### config.mk
export PLATFORM = sky130hd
export DESIGN_NAME = presence_gated_pin_lock
export DESIGN_NICKNAME = d
export VERILOG_FILES = /design/src/pgpl_pkg.sv /design/src/pgpl_queue.sv /design/src/pgpl_front.sv /design/src/pgpl_back.sv /design/src/presence_gated_pin_lock.sv
export SDC_FILE = /design/constraint.sdc
export NUM_CORES = 1
export LEC_CHECK = 0
export ABC_CLOCK_PERIOD_IN_PS = 15700
export BUFFER_PORTS_ARGS = -buffer_cell sky130_fd_sc_hd__buf_2
export CAP_MARGIN = 20
export CORE_ASPECT_RATIO = 1.25
export CORE_MARGIN = 5
export CORE_UTILIZATION = 36
export CTS_CLUSTER_SIZE = 20
export DETAILED_ROUTE_END_ITERATION = 8
export REMOVE_ABC_BUFFERS = 1
export SYNTH_ARGS = -nofsm -noshare
export SYNTH_HDL_FRONTEND = slang
export SYNTH_SLANG_ARGS = --single-unit
export TNS_END_PERCENT = 100
### constraint.sdc
create_clock -name clk -period 15.7 [get_ports clk]
set_input_delay 0.785 -clock clk [delete_from_list [all_inputs] [get_ports clk]]
set_output_delay 0.785 -clock clk [all_outputs]
set_load 0.1 [all_outputs]
### src/pgpl_pkg.sv
// Package for the presence-gated PIN lock: item classes, event codes,
// configuration indexes and reset values. Depends on nothing.
package pgpl_pkg;

    // Default number of code digits
    localparam int CODE_DIGITS_DEF = 4;

    // Field widths fixed by the interface
    localparam int TIME_W = 32;
    localparam int DIST_W = 16;
    localparam int KEY_W  = 4;
    localparam int EV_W   = 3;
    localparam int CNT_OUT_W = 3;
    localparam int CFG_IDX_W = 2;
    localparam int CFG_DAT_W = 32;

    // Configuration register indexes
    localparam logic [CFG_IDX_W-1:0] CFG_PIN_CODE   = 2'd0;
    localparam logic [CFG_IDX_W-1:0] CFG_PRES_MAX   = 2'd1;
    localparam logic [CFG_IDX_W-1:0] CFG_PRES_TMO   = 2'd2;

    // Configuration reset values
    localparam logic [15:0]       PIN_CODE_RST  = 16'h1234;
    localparam logic [15:0]       PRES_MAX_RST  = 16'd500;
    localparam logic [TIME_W-1:0] PRES_TMO_RST  = 32'd15000;

    // Special input codes
    localparam logic [DIST_W-1:0] DIST_TIMEOUT = 16'hFFFF;
    localparam logic [KEY_W-1:0]  KEY_LAST_DIGIT = 4'd9;
    localparam logic [KEY_W-1:0]  KEY_C = 4'd12;
    localparam logic [KEY_W-1:0]  KEY_D = 4'd13;

    // Input item classes decided by the front end
    typedef enum logic [2:0] {
        OP_SAMPLE_NEAR,
        OP_SAMPLE_FAR,
        OP_KEY_DIGIT,
        OP_KEY_ENTER,
        OP_KEY_CLOSE,
        OP_KEY_OTHER
    } op_kind_t;

    // Classified item passed from front to back
    typedef struct packed {
        op_kind_t          kind;
        logic [TIME_W-1:0] now_ms;
        logic [KEY_W-1:0]  digit;
    } op_t;

    // Result event codes
    typedef enum logic [EV_W-1:0] {
        EV_NONE    = 3'd0,
        EV_BEEP    = 3'd1,
        EV_GRANTED = 3'd2,
        EV_DENIED  = 3'd3,
        EV_CLOSED  = 3'd4,
        EV_FIRST   = 3'd5,
        EV_IDLE    = 3'd6
    } event_t;

    // Result item
    typedef struct packed {
        event_t               event_res;
        logic                 present;
        logic [CNT_OUT_W-1:0] digits_entered;
    } result_t;

endpackage

### src/pgpl_queue.sv
// Small register-based FIFO used between the front and back and on the result side.
// Depends on nothing.
module pgpl_queue #(
    parameter int WIDTH = 8,
    parameter int DEPTH = 2
) (
    input  logic             clk,
    input  logic             rst_n,
    input  logic             push,
    input  logic [WIDTH-1:0] wr_data,
    output logic             full,
    input  logic             pop,
    output logic [WIDTH-1:0] rd_data,
    output logic             empty
);
    localparam int PTR_W = (DEPTH > 1) ? $clog2(DEPTH) : 1;
    localparam int CNT_W = $clog2(DEPTH + 1);

    logic [WIDTH-1:0] entry_reg [DEPTH];
    logic [PTR_W-1:0] wr_ptr_reg, wr_ptr_next;
    logic [PTR_W-1:0] rd_ptr_reg, rd_ptr_next;
    logic [CNT_W-1:0] count_reg, count_next;
    logic             do_push;
    logic             do_pop;

    assign full    = (count_reg == CNT_W'(DEPTH));
    assign empty   = (count_reg == '0);
    assign do_push = push && !full;
    assign do_pop  = pop && !empty;
    assign rd_data = entry_reg[rd_ptr_reg];

    // Pointer and fill count update, wrapping at the depth
    always_comb
    begin
        wr_ptr_next = wr_ptr_reg;
        rd_ptr_next = rd_ptr_reg;
        count_next  = count_reg;
        if (do_push)
        begin
            wr_ptr_next = (wr_ptr_reg == PTR_W'(DEPTH - 1)) ? '0 : wr_ptr_reg + 1'b1;
        end
        if (do_pop)
        begin
            rd_ptr_next = (rd_ptr_reg == PTR_W'(DEPTH - 1)) ? '0 : rd_ptr_reg + 1'b1;
        end
        if (do_push && !do_pop)
        begin
            count_next = count_reg + 1'b1;
        end
        else if (do_pop && !do_push)
        begin
            count_next = count_reg - 1'b1;
        end
    end

    always_ff @(posedge clk or negedge rst_n)
    begin
        if (!rst_n)
        begin
            wr_ptr_reg <= '0;
            rd_ptr_reg <= '0;
            count_reg  <= '0;
        end
        else
        begin
            wr_ptr_reg <= wr_ptr_next;
            rd_ptr_reg <= rd_ptr_next;
            count_reg  <= count_next;
        end
    end

    // Storage needs no reset
    always_ff @(posedge clk)
    begin
        if (do_push)
        begin
            entry_reg[wr_ptr_reg] <= wr_data;
        end
    end

endmodule

### src/pgpl_front.sv
// Front end of the lock: accepts input items and classifies them into operations.
// Depends on pgpl_pkg.
module pgpl_front (
    input  logic                        command,
    input  logic [pgpl_pkg::TIME_W-1:0] now_ms,
    input  logic [pgpl_pkg::DIST_W-1:0] distance_mm,
    input  logic [pgpl_pkg::KEY_W-1:0]  key_code,
    input  logic [15:0]                 near_max_mm,
    output pgpl_pkg::op_t               op
);
    import pgpl_pkg::*;

    logic near;

    // A sample counts as presence when valid and within range
    assign near = (distance_mm != DIST_TIMEOUT) && (distance_mm <= near_max_mm);

    // Classify the item
    always_comb
    begin
        op.now_ms = now_ms;
        op.digit  = key_code;
        if (!command)
        begin
            op.kind = near ? OP_SAMPLE_NEAR : OP_SAMPLE_FAR;
        end
        else if (key_code <= KEY_LAST_DIGIT)
        begin
            op.kind = OP_KEY_DIGIT;
        end
        else if (key_code == KEY_D)
        begin
            op.kind = OP_KEY_ENTER;
        end
        else if (key_code == KEY_C)
        begin
            op.kind = OP_KEY_CLOSE;
        end
        else
        begin
            op.kind = OP_KEY_OTHER;
        end
    end

endmodule

### src/pgpl_back.sv
// Back end of the lock: holds presence and code state and executes one operation a cycle
// while op_valid is high. Depends on pgpl_pkg.
module pgpl_back #(
    parameter int CODE_DIGITS = pgpl_pkg::CODE_DIGITS_DEF
) (
    input  logic                        clk,
    input  logic                        rst_n,
    input  logic                        op_valid,
    input  pgpl_pkg::op_t               op,
    input  logic [15:0]                 pin_code,
    input  logic [pgpl_pkg::TIME_W-1:0] presence_timeout_ms,
    output pgpl_pkg::result_t           result
);
    import pgpl_pkg::*;

    localparam int BUF_W = 4 * CODE_DIGITS;
    localparam int CNT_W = $clog2(CODE_DIGITS + 1);

    logic              present_reg, present_next;
    logic              first_done_reg, first_done_next;
    logic [TIME_W-1:0] last_time_reg, last_time_next;
    logic [BUF_W-1:0]  code_reg, code_next;
    logic [CNT_W-1:0]  count_reg, count_next;
    event_t            event_c;

    logic [TIME_W-1:0]    elapsed;
    logic                 timed_out;
    logic [BUF_W+3:0]     shifted;
    logic [BUF_W+15:0]    pin_ext;
    logic                 pin_match;
    logic                 buf_full;
    logic [CNT_W+2:0]     count_ext;

    // Time since last presence, modulo 2^32
    assign elapsed   = op.now_ms - last_time_reg;
    assign timed_out = elapsed > presence_timeout_ms;

    // Digit append and PIN compare at the configured code length
    assign shifted   = {code_reg, op.digit};
    assign pin_ext   = {{BUF_W{1'b0}}, pin_code};
    assign buf_full  = (count_reg == CNT_W'(CODE_DIGITS));
    assign pin_match = buf_full && (code_reg == pin_ext[BUF_W-1:0]);

    // Next state and event
    always_comb
    begin
        present_next    = present_reg;
        first_done_next = first_done_reg;
        last_time_next  = last_time_reg;
        code_next       = code_reg;
        count_next      = count_reg;
        event_c         = EV_NONE;
        case (op.kind)
            OP_SAMPLE_NEAR:
            begin
                present_next   = 1'b1;
                last_time_next = op.now_ms;
                if (!first_done_reg)
                begin
                    first_done_next = 1'b1;
                    event_c         = EV_FIRST;
                end
            end
            OP_SAMPLE_FAR:
            begin
                if (present_reg && timed_out)
                begin
                    present_next = 1'b0;
                    code_next    = '0;
                    count_next   = '0;
                    event_c      = EV_IDLE;
                end
            end
            OP_KEY_DIGIT:
            begin
                if (present_reg && !buf_full)
                begin
                    code_next  = shifted[BUF_W-1:0];
                    count_next = count_reg + 1'b1;
                    event_c    = EV_BEEP;
                end
            end
            OP_KEY_ENTER:
            begin
                if (present_reg)
                begin
                    code_next  = '0;
                    count_next = '0;
                    event_c    = pin_match ? EV_GRANTED : EV_DENIED;
                end
            end
            OP_KEY_CLOSE:
            begin
                if (present_reg)
                begin
                    code_next  = '0;
                    count_next = '0;
                    event_c    = EV_CLOSED;
                end
            end
            OP_KEY_OTHER:
            begin
                if (present_reg)
                begin
                    event_c = EV_BEEP;
                end
            end
            default:
            begin
                event_c = EV_NONE;
            end
        endcase
    end

    always_ff @(posedge clk or negedge rst_n)
    begin
        if (!rst_n)
        begin
            present_reg    <= 1'b0;
            first_done_reg <= 1'b0;
            last_time_reg  <= '0;
            code_reg       <= '0;
            count_reg      <= '0;
        end
        else if (op_valid)
        begin
            present_reg    <= present_next;
            first_done_reg <= first_done_next;
            last_time_reg  <= last_time_next;
            code_reg       <= code_next;
            count_reg      <= count_next;
        end
    end

    // Result shows the state after this item; count keeps its low three bits
    assign count_ext             = {3'b000, count_next};
    assign result.event_res      = event_c;
    assign result.present        = present_next;
    assign result.digits_entered = count_ext[CNT_OUT_W-1:0];

endmodule

### src/presence_gated_pin_lock.sv
// Top level of the presence-gated PIN lock: configuration registers, front end,
// operation queue, back end and result queue. Depends on pgpl_pkg and all pgpl_* modules.
//
//  Channel   Handshake                Payload
//  input     push / full              command, now_ms, distance_mm, key_code
//  result    empty / pop              event_res, present, digits_entered
//  config    cfg_valid / cfg_ready    cfg_index, cfg_data
//
// One item enters per cycle unless full, one result leaves per cycle unless empty; the
// back end executes one operation a cycle while the result queue has room, moving it
// from the operation queue to the result queue. Each side stalls on its own through a
// two-entry queue; full rises only once results are not popped and both queues fill up.
// Reset is asynchronous and active low; it clears state and loads register defaults.
module presence_gated_pin_lock #(
    parameter int CODE_DIGITS = pgpl_pkg::CODE_DIGITS_DEF
) (
    input  logic                           clk,
    input  logic                           rst_n,
    input  logic                           push,
    output logic                           full,
    input  logic                           command,
    input  logic [pgpl_pkg::TIME_W-1:0]    now_ms,
    input  logic [pgpl_pkg::DIST_W-1:0]    distance_mm,
    input  logic [pgpl_pkg::KEY_W-1:0]     key_code,
    output logic                           empty,
    input  logic                           pop,
    output logic [pgpl_pkg::EV_W-1:0]      event_res,
    output logic                           present,
    output logic [pgpl_pkg::CNT_OUT_W-1:0] digits_entered,
    input  logic                           cfg_valid,
    output logic                           cfg_ready,
    input  logic [pgpl_pkg::CFG_IDX_W-1:0] cfg_index,
    input  logic [pgpl_pkg::CFG_DAT_W-1:0] cfg_data
);
    import pgpl_pkg::*;

    localparam int OP_W  = $bits(op_t);
    localparam int RES_W = $bits(result_t);

    logic [15:0]       pin_code_reg;
    logic [15:0]       pres_max_reg;
    logic [TIME_W-1:0] pres_tmo_reg;

    op_t              front_op;
    logic [OP_W-1:0]  mid_data;
    op_t              back_op;
    logic             mid_empty;
    logic             res_full;
    logic             step;
    result_t          back_res;
    logic [RES_W-1:0] res_data;
    result_t          out_res;

    // Configuration registers, always ready
    assign cfg_ready = 1'b1;

    always_ff @(posedge clk or negedge rst_n)
    begin
        if (!rst_n)
        begin
            pin_code_reg <= PIN_CODE_RST;
            pres_max_reg <= PRES_MAX_RST;
            pres_tmo_reg <= PRES_TMO_RST;
        end
        else if (cfg_valid)
        begin
            case (cfg_index)
                CFG_PIN_CODE: pin_code_reg <= cfg_data[15:0];
                CFG_PRES_MAX: pres_max_reg <= cfg_data[15:0];
                CFG_PRES_TMO: pres_tmo_reg <= cfg_data;
                default:      pin_code_reg <= pin_code_reg;
            endcase
        end
    end

    // Front end classifies the incoming item
    pgpl_front u_front (
        .command     (command),
        .now_ms      (now_ms),
        .distance_mm (distance_mm),
        .key_code    (key_code),
        .near_max_mm (pres_max_reg),
        .op          (front_op)
    );

    // Queue of classified operations
    pgpl_queue #(
        .WIDTH (OP_W),
        .DEPTH (2)
    ) u_op_queue (
        .clk     (clk),
        .rst_n   (rst_n),
        .push    (push),
        .wr_data (front_op),
        .full    (full),
        .pop     (step),
        .rd_data (mid_data),
        .empty   (mid_empty)
    );

    // Back end runs whenever an operation waits and the result queue has room
    assign back_op = op_t'(mid_data);
    assign step    = !mid_empty && !res_full;

    pgpl_back #(
        .CODE_DIGITS (CODE_DIGITS)
    ) u_back (
        .clk                 (clk),
        .rst_n               (rst_n),
        .op_valid            (step),
        .op                  (back_op),
        .pin_code            (pin_code_reg),
        .presence_timeout_ms (pres_tmo_reg),
        .result              (back_res)
    );

    // Result queue towards the consumer
    pgpl_queue #(
        .WIDTH (RES_W),
        .DEPTH (2)
    ) u_res_queue (
        .clk     (clk),
        .rst_n   (rst_n),
        .push    (step),
        .wr_data (back_res),
        .full    (res_full),
        .pop     (pop),
        .rd_data (res_data),
        .empty   (empty)
    );

    assign out_res        = result_t'(res_data);
    assign event_res      = out_res.event_res;
    assign present        = out_res.present;
    assign digits_entered = out_res.digits_entered;

endmodule

== After elaboration in Yosys (flattened, before gate mapping) ==
Memory sizes are Yosys's and may differ from the RTL's.
Index checks and enable logic that the tools add are counted.

* Add/subtract/negate cells: 10
* Order comparisons: 3
* Equality and inequality tests: 17
* Muxes and demuxes: 35
* Reductions and logical operators: 35

{| class="wikitable"
|+ Operator list
! kind !! number
|-
| two-way mux 16 bit || 3
|-
| case mux 16 bit (3 select lines) || 1
|-
| greater-than comparator 32 bit || 1
|-
| subtractor 32 bit || 1
|-
| two-way mux 3 bit || 10
|-
| case mux 3 bit (6 select lines) || 1
|-
| == test 16 bit || 1
|-
| <= comparator 16 bit || 1
|-
| inequality test 16 bit, second input constant || 1
|-
| two-way mux 1 bit || 14
|-
| logical AND 1 bit || 13
|-
| == test 3 bit, second input constant || 3
|-
| logical NOT 1 bit || 9
|-
| case mux 3 bit (3 select lines) || 1
|-
| == test 4 bit, second input constant || 2
|-
| two-way mux 2 bit || 4
|-
| AND reduction 2 bit || 4
|-
| == test 2 bit, second input constant || 3
|-
| == test 3 x 2 -> 1 bit, second input constant || 2
|-
| logical NOT 2 bit || 3
|-
| inequality test 2 x 1 -> 1 bit, second input constant || 3
|-
| AND reduction 5 bit || 1
|-
| adder 1 bit, second input constant || 4
|-
| adder 2 x 1 -> 2 bit, second input constant || 2
|-
| other kinds (10) || 12
|}

* Register bits after elaboration: 125
* Bits in writable memories: 92
* Input port bits: 92
* Output and inout port bits: 10
* Word-level logic and storage cells: 116
* Memories kept: 2

{| class="wikitable"
|+ Memory list
! name !! words !! bits a word !! read ports !! clocked after Yosys merged registers in !! wr ports !! line !! text
|-
| u_op_queue.entry_reg || 2 || 39 || 1 || 0 || 1 || pgpl_queue.sv:19 || <nowiki>logic [WIDTH-1:0] entry_reg [DEPTH];</nowiki>
|-
| u_res_queue.entry_reg || 2 || 7 || 1 || 0 || 1 || pgpl_queue.sv:19 ||
|}

== Longest topological paths before layout ==
Gate-level depths: netlist of run 1.

* Word-level depth: 8
* Gate-level depth with buffers: 27
* Gate-level depth less buffers: 23

== By module ==
A second synthesis of run 1 with hierarchy kept.

* Cell total of the unflattened synthesis: 1005
* Area, all modules: 11745.0 um2

{| class="wikitable"
|+ Modules (own cells, without submodules)
! module !! times used !! cells an instance !! area each (um2) !! sequential area each (um2)
|-
| pgpl_back || 1 || 580 || 4813.4 || 1326.3
|-
| pgpl_queue (u_op_queue) || 1 || 140 || 3007.9 || 2442.3
|-
| presence_gated_pin_lock || 1 || 139 || 2442.3 || 1624.1
|-
| pgpl_front || 1 || 105 || 770.7 || 0.0
|-
| pgpl_queue (u_res_queue) || 1 || 41 || 710.7 || 520.5
|}

== Worst setup path before layout of run 1 ==
Ideal clock, no wire load.

* Kind: flip-flop to flip-flop
* From: reg u_op_queue.rd_ptr_reg
* To: reg u_back.code_reg[10]
* Library setup time: 0.065 ns
* Data arrival time: 5.743 ns
* Required time: 15.635 ns
* Slack: 9.892 ns
* Stages on the path, launching flop included: 27
* Buffers on the path: 4
* Period minus slack after synthesis: 5.808 ns
* Path through: dfrtp_1 -> clkbuf_1 -> clkbuf_1 -> clkbuf_1 -> mux2i_1 -> ha_1 -> inv_1 -> fa_1 -> a21o_1 -> nand4_1 -> a21boi_1 -> o21a_1 -> a31o_2 -> a31oi_4 -> o211ai_2 -> a311o_1 -> xor2_1 -> ha_1 -> and4_1 -> nand2_1 -> or3_4 -> nor2_1 -> nor3_1 -> or2_4 -> o211ai_4 -> buf_4 -> a22o_1

* Cells in the longest elaborated chain, start to end: 6
* Elaborated cells on any way between the ends: 15
* Those cells by class: add/sub: 1; order compare: 1; eq/ne: 7; mux: 1; reduce/logical: 4; memory: 1

{| class="wikitable"
|+ RTL lines
! element !! line !! text
|-
| from (decl) || pgpl_queue.sv:21 || <nowiki>logic [PTR_W-1:0] rd_ptr_reg, rd_ptr_next;</nowiki>
|-
| from (signal assigned) || pgpl_queue.sv:67 || <nowiki>rd_ptr_reg <= rd_ptr_next;</nowiki>
|-
| memory (2 x 39 bit) (*) || n/a ||
|-
| subtractor 32 bit || pgpl_back.sv:35 || <nowiki>assign elapsed = op.now_ms - last_time_reg;</nowiki>
|-
| greater-than comparator 32 bit || pgpl_back.sv:36 || <nowiki>assign timed_out = elapsed > presence_timeout_ms;</nowiki>
|-
| logical AND 1 bit || pgpl_back.sv:66 || <nowiki>if (present_reg && timed_out)</nowiki>
|-
| inequality test 2 x 1 -> 1 bit (no line) || n/a ||
|-
| AND reduction 5 bit (no line) || n/a ||
|-
| to (signal assigned) || pgpl_back.sv:130 || <nowiki>code_reg <= code_next;</nowiki>
|-
| to (decl) || pgpl_back.sv:22 || <nowiki>logic [BUF_W-1:0] code_reg, code_next;</nowiki>
|}

Mark *: on every way between the ends. The rest lies on a longest branch, timed or not.
A chain may end at the register's enable or synchronous reset.

==> flow_summary_export.csv, run 1 <==
group,metric,value,unit
routing,drcViolationCount,0,
outcome,status,"complete, no violations",
sta,max_freq,0.1586,GHz
routing,post_drt_wl_per_cell,16.67,um
sta,skew,0.01566,ns
placed_design,gp_congestion,0.8289,
global_route,grt_pass1_wl,40280,um
critical_path,crit_type,"flip-flop to flip-flop",
sta,tns,0,ns
global_route,grt_pass1_vias,7755,
global_route,grt_start_max_net_pins,68,
critical_path,crit_arrival,6.75,ns
synthesis,synth_area,11320,um2
synthesis,synth_edf_count,92,
routing,avgViaCountPerCell,4.989,
sta,max_slew_margin,0.3621,
die,die_h,208.3,um
synthesis,ys_types,68,
pwr,p_leak,5.740,nW
cts,clock_latency,0.52,ns
sta,drv_slew,0,
routing,dr.pass1.iters,4,
sta,worst_pin_slew,0.9539,ns
routing,ant_nets,0,
global_route,grt.total_usage,0.1409,
placed_design,place_hpwl,18040,um
sta,setup_viol,0,
min_path,hold_path.class,"primary input to async pin",
critical_path,critPathMaxFanout,28,
die,die-area,35120,um2
cts,cts_resized,0,
sta,min_period,6.304,ns
cts,clk_path_buf_depth,3,
synthesis,ys_ff_latch,217,
cts,hold_buffers,0,
synthesis,synthArstFlopShare,0.5760,
cells_and_area,diodes,0,
sta,final_hold_viol_count,0,
cts,cts_tree,"done",
synthesis,syn-instance-count,952,
global_route,grt_remaining_overflow,0,
die,initial_utilization,0.3654,
synthesis,yosysWarnings,0,
critical_path,cp.required,16.14,ns
flow_run,drv_cap,0,
cts,cts_sinks,217,
critical_path,critPathSlowestCell,"dfrtp_2",
critical_path,cp_slowest_stage_delay,0.64,ns
cells_and_area,drive_gt1_frac,0.2678,
pwr,finalPower,2.982,mW
cts,clk_pin_slew,0.06,ns
cts,cts_made_buffers,25,
routing,totalWireLength,24770,um
critical_path,cp-start-kind,"flip-flop",
cells_and_area,final_nets,1238,
routing,vias,7413,
synthesis,synthFlopType,"dfrtp_1",
critical_path,crit_chain,"buf_4 > mux2_2 > ha_1 > a21o_1 > a211o_1 > o211ai_1 > nand3_1 > nand2_1 > o21ai_1 > o41ai_2 > mux2i_1 > o2111ai_1 > ha_1 > and4_1 > nand2_1 > or3_4 > nor2_1 > nor3_1 > or2_4 > o211ai_4 > mux2_2",
cts,cts_setup_buffers,0,
pwr,vdd_ir_drop_max,0.00009532,V
die,io_pins,102,
global_route,grt_antenna_before_repair,0,
cts,htreeDepth,1,
synthesis,post_synth.cell_area_avg,11.89,um2
sta,fin_crit_sh,0.4016,
synthesis,yosysSeqAreaShare,0.5223,
pwr,powerDensity,227.4,nW/um2
critical_path,endpoint_kind,"flip-flop",
sta,rsz0062_at_grt,"no",
die,dieWidth,168.6,um
cells_and_area,largest_reg_flops,78,
placed_design,numPortBuffers,100,
sta,timing.hold.ws,0.3454,ns
cells_and_area,fillerInstances,2912,
die,rows,72,
die,core-area,30990,um2
cts,root_buffer,"clkbuf_16",
routing,drt_iter0_drc,386,
cells_and_area,area_delta_synth_final,15.86,%
==> critical path, delay by kind of cell, from the launching register on <==
kind | cells | cell delay (ns)
AOI/OAI and AO/OA | 7 | 2.00
adders and majority gates | 2 | 0.65
buffers and inverters | 1 | 0.48
DFF | 1 | 0.64
muxes | 3 | 0.93
and+or+nand+nor | 8 | 1.50
==> routing by layer <==
| metal | global-route usage | routed length (um) | vias to the layer above |
|---|---|---|---|
| li1 | - | - | 3616 |
| met1 | 0.1813 | 10970 | 3655 |
| met2 | 0.2506 | 12440 | 114 |
| met5 | 0 | 0 | - |
| met4 | 0.02772 | 331 | 0 |
| met3 | 0.02392 | 1031 | 28 |
==> kinds of logic after synthesis <==
group           count (synthesis)  synth area share
other cells                     1         0.0003312
xor+xnor                       52           0.04023
flops                         217            0.5223
fa+ha+maj                      85           0.09460
mux                           114            0.1125
simple gates                  177           0.07614
compound gates                185            0.1127
buf+inv                       121           0.04122
==> cell usage in the layout (no fill, tap or decap), drive strengths merged, types with 17 or more instances in the layout <==
master	instances
edfxtp	92
a21o	28
dfrtp	107
nor2	39
o21ai	54
clkbuf	36
a21oi	38
inv	95
buf	108
a22o	17
dfstp	18
ha	84
nand2	61
xor2	25
mux2	106
xnor2	27
==> synthesized netlist by cell type (all sizes together), types with 2 or more instances <==
master   instances  area [um2]
dfrtp          107        2678
mux2           106        1194
inv             95       356.6
edfxtp          92        2763
ha              84        1051
nand2           61       229.0
o21ai           54       270.3
nor2            39       146.4
a21oi           38       190.2
a21o            28       210.2
xnor2           27       236.5
xor2            25       219.0
clkbuf          18       67.56
dfstp           18       473.0
a22o            17       148.9
nand4           14       87.58
nor3            12       65.06
buf              8       42.53
mux2i            8       80.08
nor2b            8       50.05
nor4             8       50.05
o21a             8       60.06
nand2b           7       43.79
nand3            7       35.03
and3             6       38.79
a31oi            5       46.29
o211ai           5       56.30
o21bai           3       22.52
o31ai            3       22.52
or2              3       21.27
or3              3       23.77
a2111oi          2       42.54
a211o            2       17.52
a211oi           2       15.01
a221oi           2       17.52
a311o            2       20.02
and2             2       12.51
and4             2       17.52
nand3b           2       15.01
o41ai            2       32.53
==> where the power goes <==
group	internal (mW)	switching, mW
Sequential	0.784	0.0806
Combinational	0.643	0.907
Clock	0.342	0.226
Total	1.77	1.21
==> final timing paths <==
check | startpoint | endpoint | cells after the start | slack (ns)
max reg2reg | u_op_queue.rd_ptr_reg$_DFFE_PN0P_ | u_back.count_reg[0]$_DFFE_PN0P_ | 21 | 9.40
min in group clk | now_ms[18] | u_op_queue.entry_reg[0][22]$_DFFE_PP_ | 1 | 0.45
max in group asynchronous | rst_n | pin_code_reg[7]$_DFFE_PN0P_ | 2 | 13.97
max | u_op_queue.rd_ptr_reg$_DFFE_PN0P_ | u_back.count_reg[0]$_DFFE_PN0P_ | 21 | 9.40
min | rst_n | pres_tmo_reg[23]$_DFFE_PN0P_ | 1 | 0.35
min reg2reg | u_back.first_done_reg$_DFFE_PN0P_ | u_back.first_done_reg$_DFFE_PN0P_ | 1 | 0.48
==> final cells by class <==
| class | instances | area, um2 | share of cell area |
|---|---|---|---|
| sequential | 217 | 5914 | 0.4509 |
| multi-input combinational | 614 | 4964 | 0.3784 |
| clock buffer | 36 | 738.2 | 0.05628 |
| timing repair buffer | 108 | 563.0 | 0.04292 |
| tap | 407 | 509.2 | 0.03882 |
| inverter | 95 | 356.6 | 0.02718 |
| clock inverter | 9 | 72.57 | 0.005532 |
==> per-stage QoR <==
stage               cell area (um2)  cells    util  setup slack [ns]
global route                  13120   1486  0.4233             8.973
floorplan                     11210    926       -             9.856
CTS                           13120   1486  0.4233             9.376
detailed placement            12310   1441  0.3971             9.414
finish                        13120   1486  0.4233             9.396
global placement              12310   1441  0.3971             9.493
(Power assumes the default switching activity.)
==> run 2: changes to the inputs <==
- ABC_CLOCK_PERIOD_IN_PS: 15700 -> 5200
- clock period: 15.7 -> 5.2 ns (I/O delays scaled with it)
==> run 2 against run 1 <==
  * The run now ends with setup timing left
  * Largest cell class unchanged
  * Register-to-register slack worse by 9.4 ns
  * Die area stayed put
  * Global-route usage up 0.81 points
  * Clock power rose to 2.9 times the previous value
  * Core utilization increased by 4.2 points
  * Critical path type unchanged
  * Combinational power rose to 3.6 times the previous value
  * Critical path depth rose by 3
  * Final area rose by 9.9%
  * Wire length up 5.9%
  * Sequential power grew to 3.0 times the previous value
  * Sequential share of layout area shrank 4.1 points
  * Via count up 6.2%
==> flow_summary_export.csv, run 2 (same netlist as run 1, synthesis figures left out) <==
group,metric,value,unit
global_route,grt_start_max_net_pins,70,
placed_design,placed_cells,1489,
sta,fin_crit_sh,1.004,
pwr,vdd_ir_drop_max,0.0002456,V
cts,cts_made_buffers,24,
min_path,hold_path.class,"primary input to flip-flop",
global_route,grt_remaining_overflow,0,
cts,clock_latency,0.51,ns
critical_path,cp-start-kind,"flip-flop",
sta,rsz0062_at_grt,"yes",
routing,avgViaCountPerCell,4.906,
flow_run,drv_cap,0,
sta,drv_slew,0,
routing,post_drt_wl_per_cell,16.36,um
placed_design,numPortBuffers,100,
critical_path,cp.required,5.55,ns
sta,skew,0.01090,ns
routing,ant_nets,0,
die,core-area,30990,um2
cells_and_area,seqCellArea,5914,um2
routing,dr.pass1.iters,4,
cells_and_area,diodes,0,
cts,cts_tree,"done",
cells_and_area,drive_gt1_frac,0.3258,
cells_and_area,fillerInstances,2886,
sta,timing.hold.ws,0.04696,ns
die,dieWidth,168.6,um
placed_design,gp_congestion,0.8862,
critical_path,crit_arrival,5.57,ns
die,die_h,208.3,um
placed_design,place_hpwl,18710,um
outcome,violations,"setup timing",
critical_path,endpoint_kind,"flip-flop",
sta,max_slew_margin,0.3277,
cells_and_area,final_nets,1356,
sta,tns,-0.07366,ns
cells_and_area,area_delta_synth_final,27.33,%
sta,min_period,5.221,ns
global_route,grt_pass1_wl,42750,um
pwr,p_leak,6.321,nW
cts,clk_pin_slew,0.06,ns
sta,final_hold_viol_count,0,
routing,drcViolationCount,0,
routing,totalWireLength,26240,um
pwr,finalPower,9.869,mW
cells_and_area,final_common_cell,"dfrtp_1",
cts,clk_path_buf_depth,3,
die,die-area,35120,um2
cts,cts_sinks,217,
sta,worst_slack,-0.02069,ns
pwr,powerDensity,684.6,nW/um2
routing,vias,7869,
die,rows,72,
global_route,grt.total_usage,0.1490,
critical_path,critPathMaxFanout,5,
global_route,grt_pass1_vias,8550,
cells_and_area,final_cells,1604,
sta,max_freq,0.1915,GHz
sta,worst_pin_slew,1.005,ns
cells_and_area,final_cell_mix,"106 x dfrtp_1, 101 x mux2_2, 99 x buf_2",
routing,drt_iter0_drc,330,
cells_and_area,largest_reg_flops,78,
cts,htreeDepth,1,
cts,root_buffer,"clkbuf_16",
global_route,grt_antenna_before_repair,0,
die,io_pins,102,
sta,setup_viol,4,
critical_path,crit_type,"flip-flop to flip-flop",
die,initial_utilization,0.3654,
outcome,status,"complete, but fails checks",
cells_and_area,multi_input_area,5228,um2
-- run 2: cell types whose count changed in the layout (fill, tap and decap cells not counted), moves of 5 or more --
cell / delta
buf_4: +56
dlygate4sd3_1: +53
mux2_2: -5
buf_6: +8
ha_4: +5
o21ai_0: -5
a21oi_2: +7
mux2_4: +5
ha_1: -8
a21oi_1: -7
-- run 2: critical path, cell delays in order, from the launching register on --
cell	delay, ns
dfrtp_2	0.42
buf_12	0.14
buf_6	0.12
mux2_4	0.31
ha_4	0.22
a21o_1	0.15
a21o_1	0.15
a21o_1	0.19
a221o_1	0.34
a21o_1	0.18
a31oi_4	0.17
buf_6	0.12
o211ai_2	0.07
a311o_1	0.33
xor2_1	0.14
ha_1	0.29
and4_1	0.19
nand2_1	0.07
or3_4	0.41
nor2_4	0.17
nor3_2	0.05
or2_4	0.28
buf_6	0.13
or2_4	0.25
a31oi_4	0.14
-- run 2: metrics by stage --
stage / utilization / cell area, um2 / worst slack [ns]
global placement: 0.4096 / 12690 / -0.02425
global route: 0.4652 / 14420 / -0.2686
finish: 0.4652 / 14420 / -0.02069
CTS: 0.4636 / 14370 / -0.01217
detailed placement: 0.4096 / 12690 / -0.1402
floorplan: - / 11210 / -0.6444
-- run 2: what timing repair did --
item	in CTS	in global routing
resized for setup	40	26
cloned	2	0
buffers inserted	18	4
endpoints found under the hold margin	137	0
hold buffers	53	0
setup endpoints to repair	24	32
pin swaps	37	30
-- run 2: power breakdown --
group | internal (mW) | switching, mW
logic | 2.59 | 3.04
clock network | 0.973 | 0.671
registers | 2.37 | 0.224
-- run 2: path summary, 6_finish.rpt --
kind	from	end	slack (ns)	cells past startpoint
setup / recovery	u_op_queue.rd_ptr_reg$_DFFE_PN0P_	u_res_queue.entry_reg[1][0]$_DFFE_PP_	-0.02	24
hold / removal	cfg_data[3]	pres_tmo_reg[3]$_DFFE_PN1P_	0.05	2
setup reg to reg	u_op_queue.rd_ptr_reg$_DFFE_PN0P_	u_res_queue.entry_reg[1][0]$_DFFE_PP_	-0.02	24
hold reg to reg	u_op_queue.count_reg[1]$_DFFE_PN0P_	u_op_queue.count_reg[1]$_DFFE_PN0P_	0.49	1
max in group asynchronous	rst_n	pres_tmo_reg[20]$_DFFE_PN0P_	3.71	3
min in group asynchronous	rst_n	pres_tmo_reg[14]$_DFFE_PN0P_	0.46	2
-- run 2: area by class of cell --
type | count | area share
Sequential cell | 217 | 0.4103
Multi-Input combinational cell | 614 | 0.3626
Timing Repair Buffer | 227 | 0.1137
Clock buffer | 38 | 0.05129
Tap cell | 407 | 0.03532
Inverter | 95 | 0.02474
Clock inverter | 6 | 0.002083
-- run 2: per-layer routing --
metal / track usage / wire [um] / vias to the layer above / part of all wire
li1: - / - / 3864 / -
met5: 0 / 0 / - / 0
met1: 0.1858 / 10920 / 3801 / 0.42
met3: 0.02032 / 1210 / 39 / 0.046
met2: 0.2740 / 13630 / 165 / 0.52
met4: 0.03163 / 483 / 0 / 0.018
==> run 3: changes to the inputs <==
- CELL_PAD_IN_SITES_DETAIL_PLACEMENT: unset -> 0
- CELL_PAD_IN_SITES_GLOBAL_PLACEMENT: unset -> 2
- CORE_UTILIZATION: 36 -> 37
- PLACE_DENSITY_LB_ADDON: unset -> 0.1
==> run 3 against run 2 <==
  * The flow now finishes without violations
  * Non-clock buffer count increased by 3
  * Hold slack worse by 0.011 ns
  * Sequential cell count stayed put
  * First-iteration DRC count is 10% lower
  * Sequential power is essentially flat
  * Critical path type unchanged
  * Critical endpoint is now u_back.code_reg[6]$_DFFE_PN0P_
  * Highest routed layer unchanged
==> flow_summary_export.csv, run 3 (same netlist as run 1, synthesis figures left out) <==
group,metric,value,unit
die,die-area,34220,um2
global_route,grt_start_max_net_pins,52,
sta,tns,0,ns
critical_path,crit_end,"u_back.code_reg[6]$_DFFE_PN0P_",
cts,clock_latency,0.54,ns
placed_design,gp_congestion,0.8328,
sta,fin_crit_sh,0.9904,
cells_and_area,diodes,0,
global_route,grt_remaining_overflow,0,
critical_path,r2r_start,"u_op_queue.rd_ptr_reg$_DFFE_PN0P_",
sta,final_hold_viol_count,0,
routing,post_drt_wl_per_cell,16.62,um
cells_and_area,final_nets,1359,
pwr,powerDensity,682.5,nW/um2
die,rows,71,
critical_path,reg2reg_slack,0.05,ns
critical_path,crit_arrival,5.62,ns
global_route,grt_pass1_wl,44250,um
critical_path,crit_chain,"buf_6 > mux2_2 > ha_4 > a21o_1 > a21o_1 > a21o_1 > a221o_1 > a21o_1 > a31oi_4 > o211ai_2 > a311o_1 > xor2_1 > ha_1 > and4_4 > nand2_2 > or3_4 > nor2_4 > a2111oi_4 > or2_4 > o211ai_4 > buf_12 > a22o_1",
cells_and_area,final_cell_mix,"106 x dfrtp_1, 100 x mux2_2, 99 x buf_2",
cells_and_area,fillerInstances,2844,
sta,min_period,5.150,ns
sta,setup_viol,0,
critical_path,cp-start-kind,"flip-flop",
routing,avgViaCountPerCell,4.849,
critical_path,endpoint_kind,"flip-flop",
placed_design,numPortBuffers,100,
global_route,grt.total_usage,0.1603,
sta,max_freq,0.1942,GHz
critical_path,crit_type,"flip-flop to flip-flop",
pwr,vdd_ir_drop_max,0.0002718,V
global_route,grt_antenna_before_repair,0,
critical_path,critPathMaxFanout,8,
critical_path,crit_path_start,"u_op_queue.rd_ptr_reg$_DFFE_PN0P_",
critical_path,cp_slowest_stage_delay,0.39,ns
sta,worst_pin_slew,0.8989,ns
cells_and_area,area_delta_synth_final,27.95,%
cts,htreeDepth,1,
cts,root_buffer,"clkbuf_16",
sta,rsz0062_at_grt,"yes",
cells_and_area,largest_reg_flops,78,
min_path,min_from,"cfg_data[3]",
die,die_h,205.6,um
routing,dr.pass1.iters,4,
routing,ant_nets,0,
pwr,p_leak,6.352,nW
sta,worst_slack,0.04989,ns
die,io_pins,102,
die,initial_utilization,0.3749,
critical_path,critPathSlowestCell,"dfrtp_2",
routing,vias,7764,
cts,clk_pin_slew,0.06,ns
cells_and_area,fin_area,14490,um2
placed_design,place_area,12750,um2
placed_design,dp_slack,-0.1617,ns
die,core-area,30200,um2
cts,cts_sinks,217,
outcome,status,"complete, no violations",
sta,drv_slew,0,
sta,skew,0.01228,ns
die,dieWidth,166.5,um
routing,totalWireLength,26610,um
critical_path,cp.required,5.67,ns
cts,cts_made_buffers,24,
sta,max_slew_margin,0.3989,
cells_and_area,final_common_cell,"dfrtp_1",
cells_and_area,drive_gt1_frac,0.3242,
routing,drt_iter0_drc,296,
critical_path,rr_worst_depth,22,
min_path,hold_path.class,"primary input to flip-flop",
placed_design,place_hpwl,19380,um
global_route,grt_pass1_vias,8460,
cts,clk_path_buf_depth,3,
cts,cts_tree,"done",
routing,drcViolationCount,0,
critical_path,crit_top_cell,"a21o_1",
pwr,finalPower,9.887,mW
critical_path,r2r_end,"u_back.code_reg[6]$_DFFE_PN0P_",
flow_run,drv_cap,0,
[run 3: worst min-delay path by stage]
stage,end,depth (start not counted)
3_5_place_dp,pres_tmo_reg[23]$_DFFE_PN0P_,1
4_1_cts,pres_tmo_reg[15]$_DFFE_PN0P_,2
3_3_place_gp,pres_tmo_reg[23]$_DFFE_PN0P_,1
5_1_grt,pin_code_reg[3]$_DFFE_PN0P_,2
6_report,pres_max_reg[3]$_DFFE_PN0P_,2
2_1_floorplan,pin_code_reg[0]$_DFFE_PN0P_,0
[run 3: power by group]
part / internal, mW / switching [mW]
clock: 0.940 / 0.687
sequential: 2.37 / 0.220
combinational: 2.63 / 3.04
total: 5.94 / 3.95
[run 3: what timing repair did]
item / 4_1_cts / 5_1_grt
endpoints found under the hold margin: 126 / 0
hold buffers: 56 / 0
setup endpoints to repair: 22 / 32
gates resized for setup: 22 / 40
pin swaps: 22 / 29
buffers inserted: 6 / 5
cloned: 1 / 0
[run 3: stage by stage]
| stage | util | instances | hold slack (ns) |
|---|---|---|---|
| floorplan | - | 926 | -0.03559 |
| CTS | 0.4732 | 1597 | 0.007358 |
| global route | 0.4796 | 1601 | 0.02572 |
| global placement | 0.4221 | 1490 | 0.2767 |
| finish | 0.4796 | 1601 | 0.03611 |
| detailed placement | 0.4221 | 1490 | 0.2760 |
[run 3: critical path, delay by kind of cell (launching register included)]
| kind | cells | cell delay [ns] |
|---|---|---|
| XOR/XNOR | 1 | 0.15 |
| multiplexers | 1 | 0.38 |
| flip-flops | 1 | 0.39 |
| buffers and inverters | 2 | 0.32 |
| AND/OR/NAND/NOR | 5 | 1.12 |
| adder cells (fa/ha/maj) | 2 | 0.55 |
| AO/OA/AOI/OAI | 11 | 2.18 |
[run 3: cell type report]
class	count	area, um2	area share
clock buffers	35	703.2	0.04854
clock inverters	9	60.06	0.004146
inverters	95	356.6	0.02462
multi-input cells	614	5255	0.3628
flip-flops and latches	217	5914	0.4083
well taps	401	501.7	0.03463
repair buffers	230	1695	0.1170
[run 3: routing by layer]
metal,up-vias,track usage,share of wire
met4,0,0.04502,0.022
met5,-,0,0
met2,115,0.2897,0.50
met1,3748,0.2010,0.44
met3,34,0.02248,0.032
li1,3867,-,-
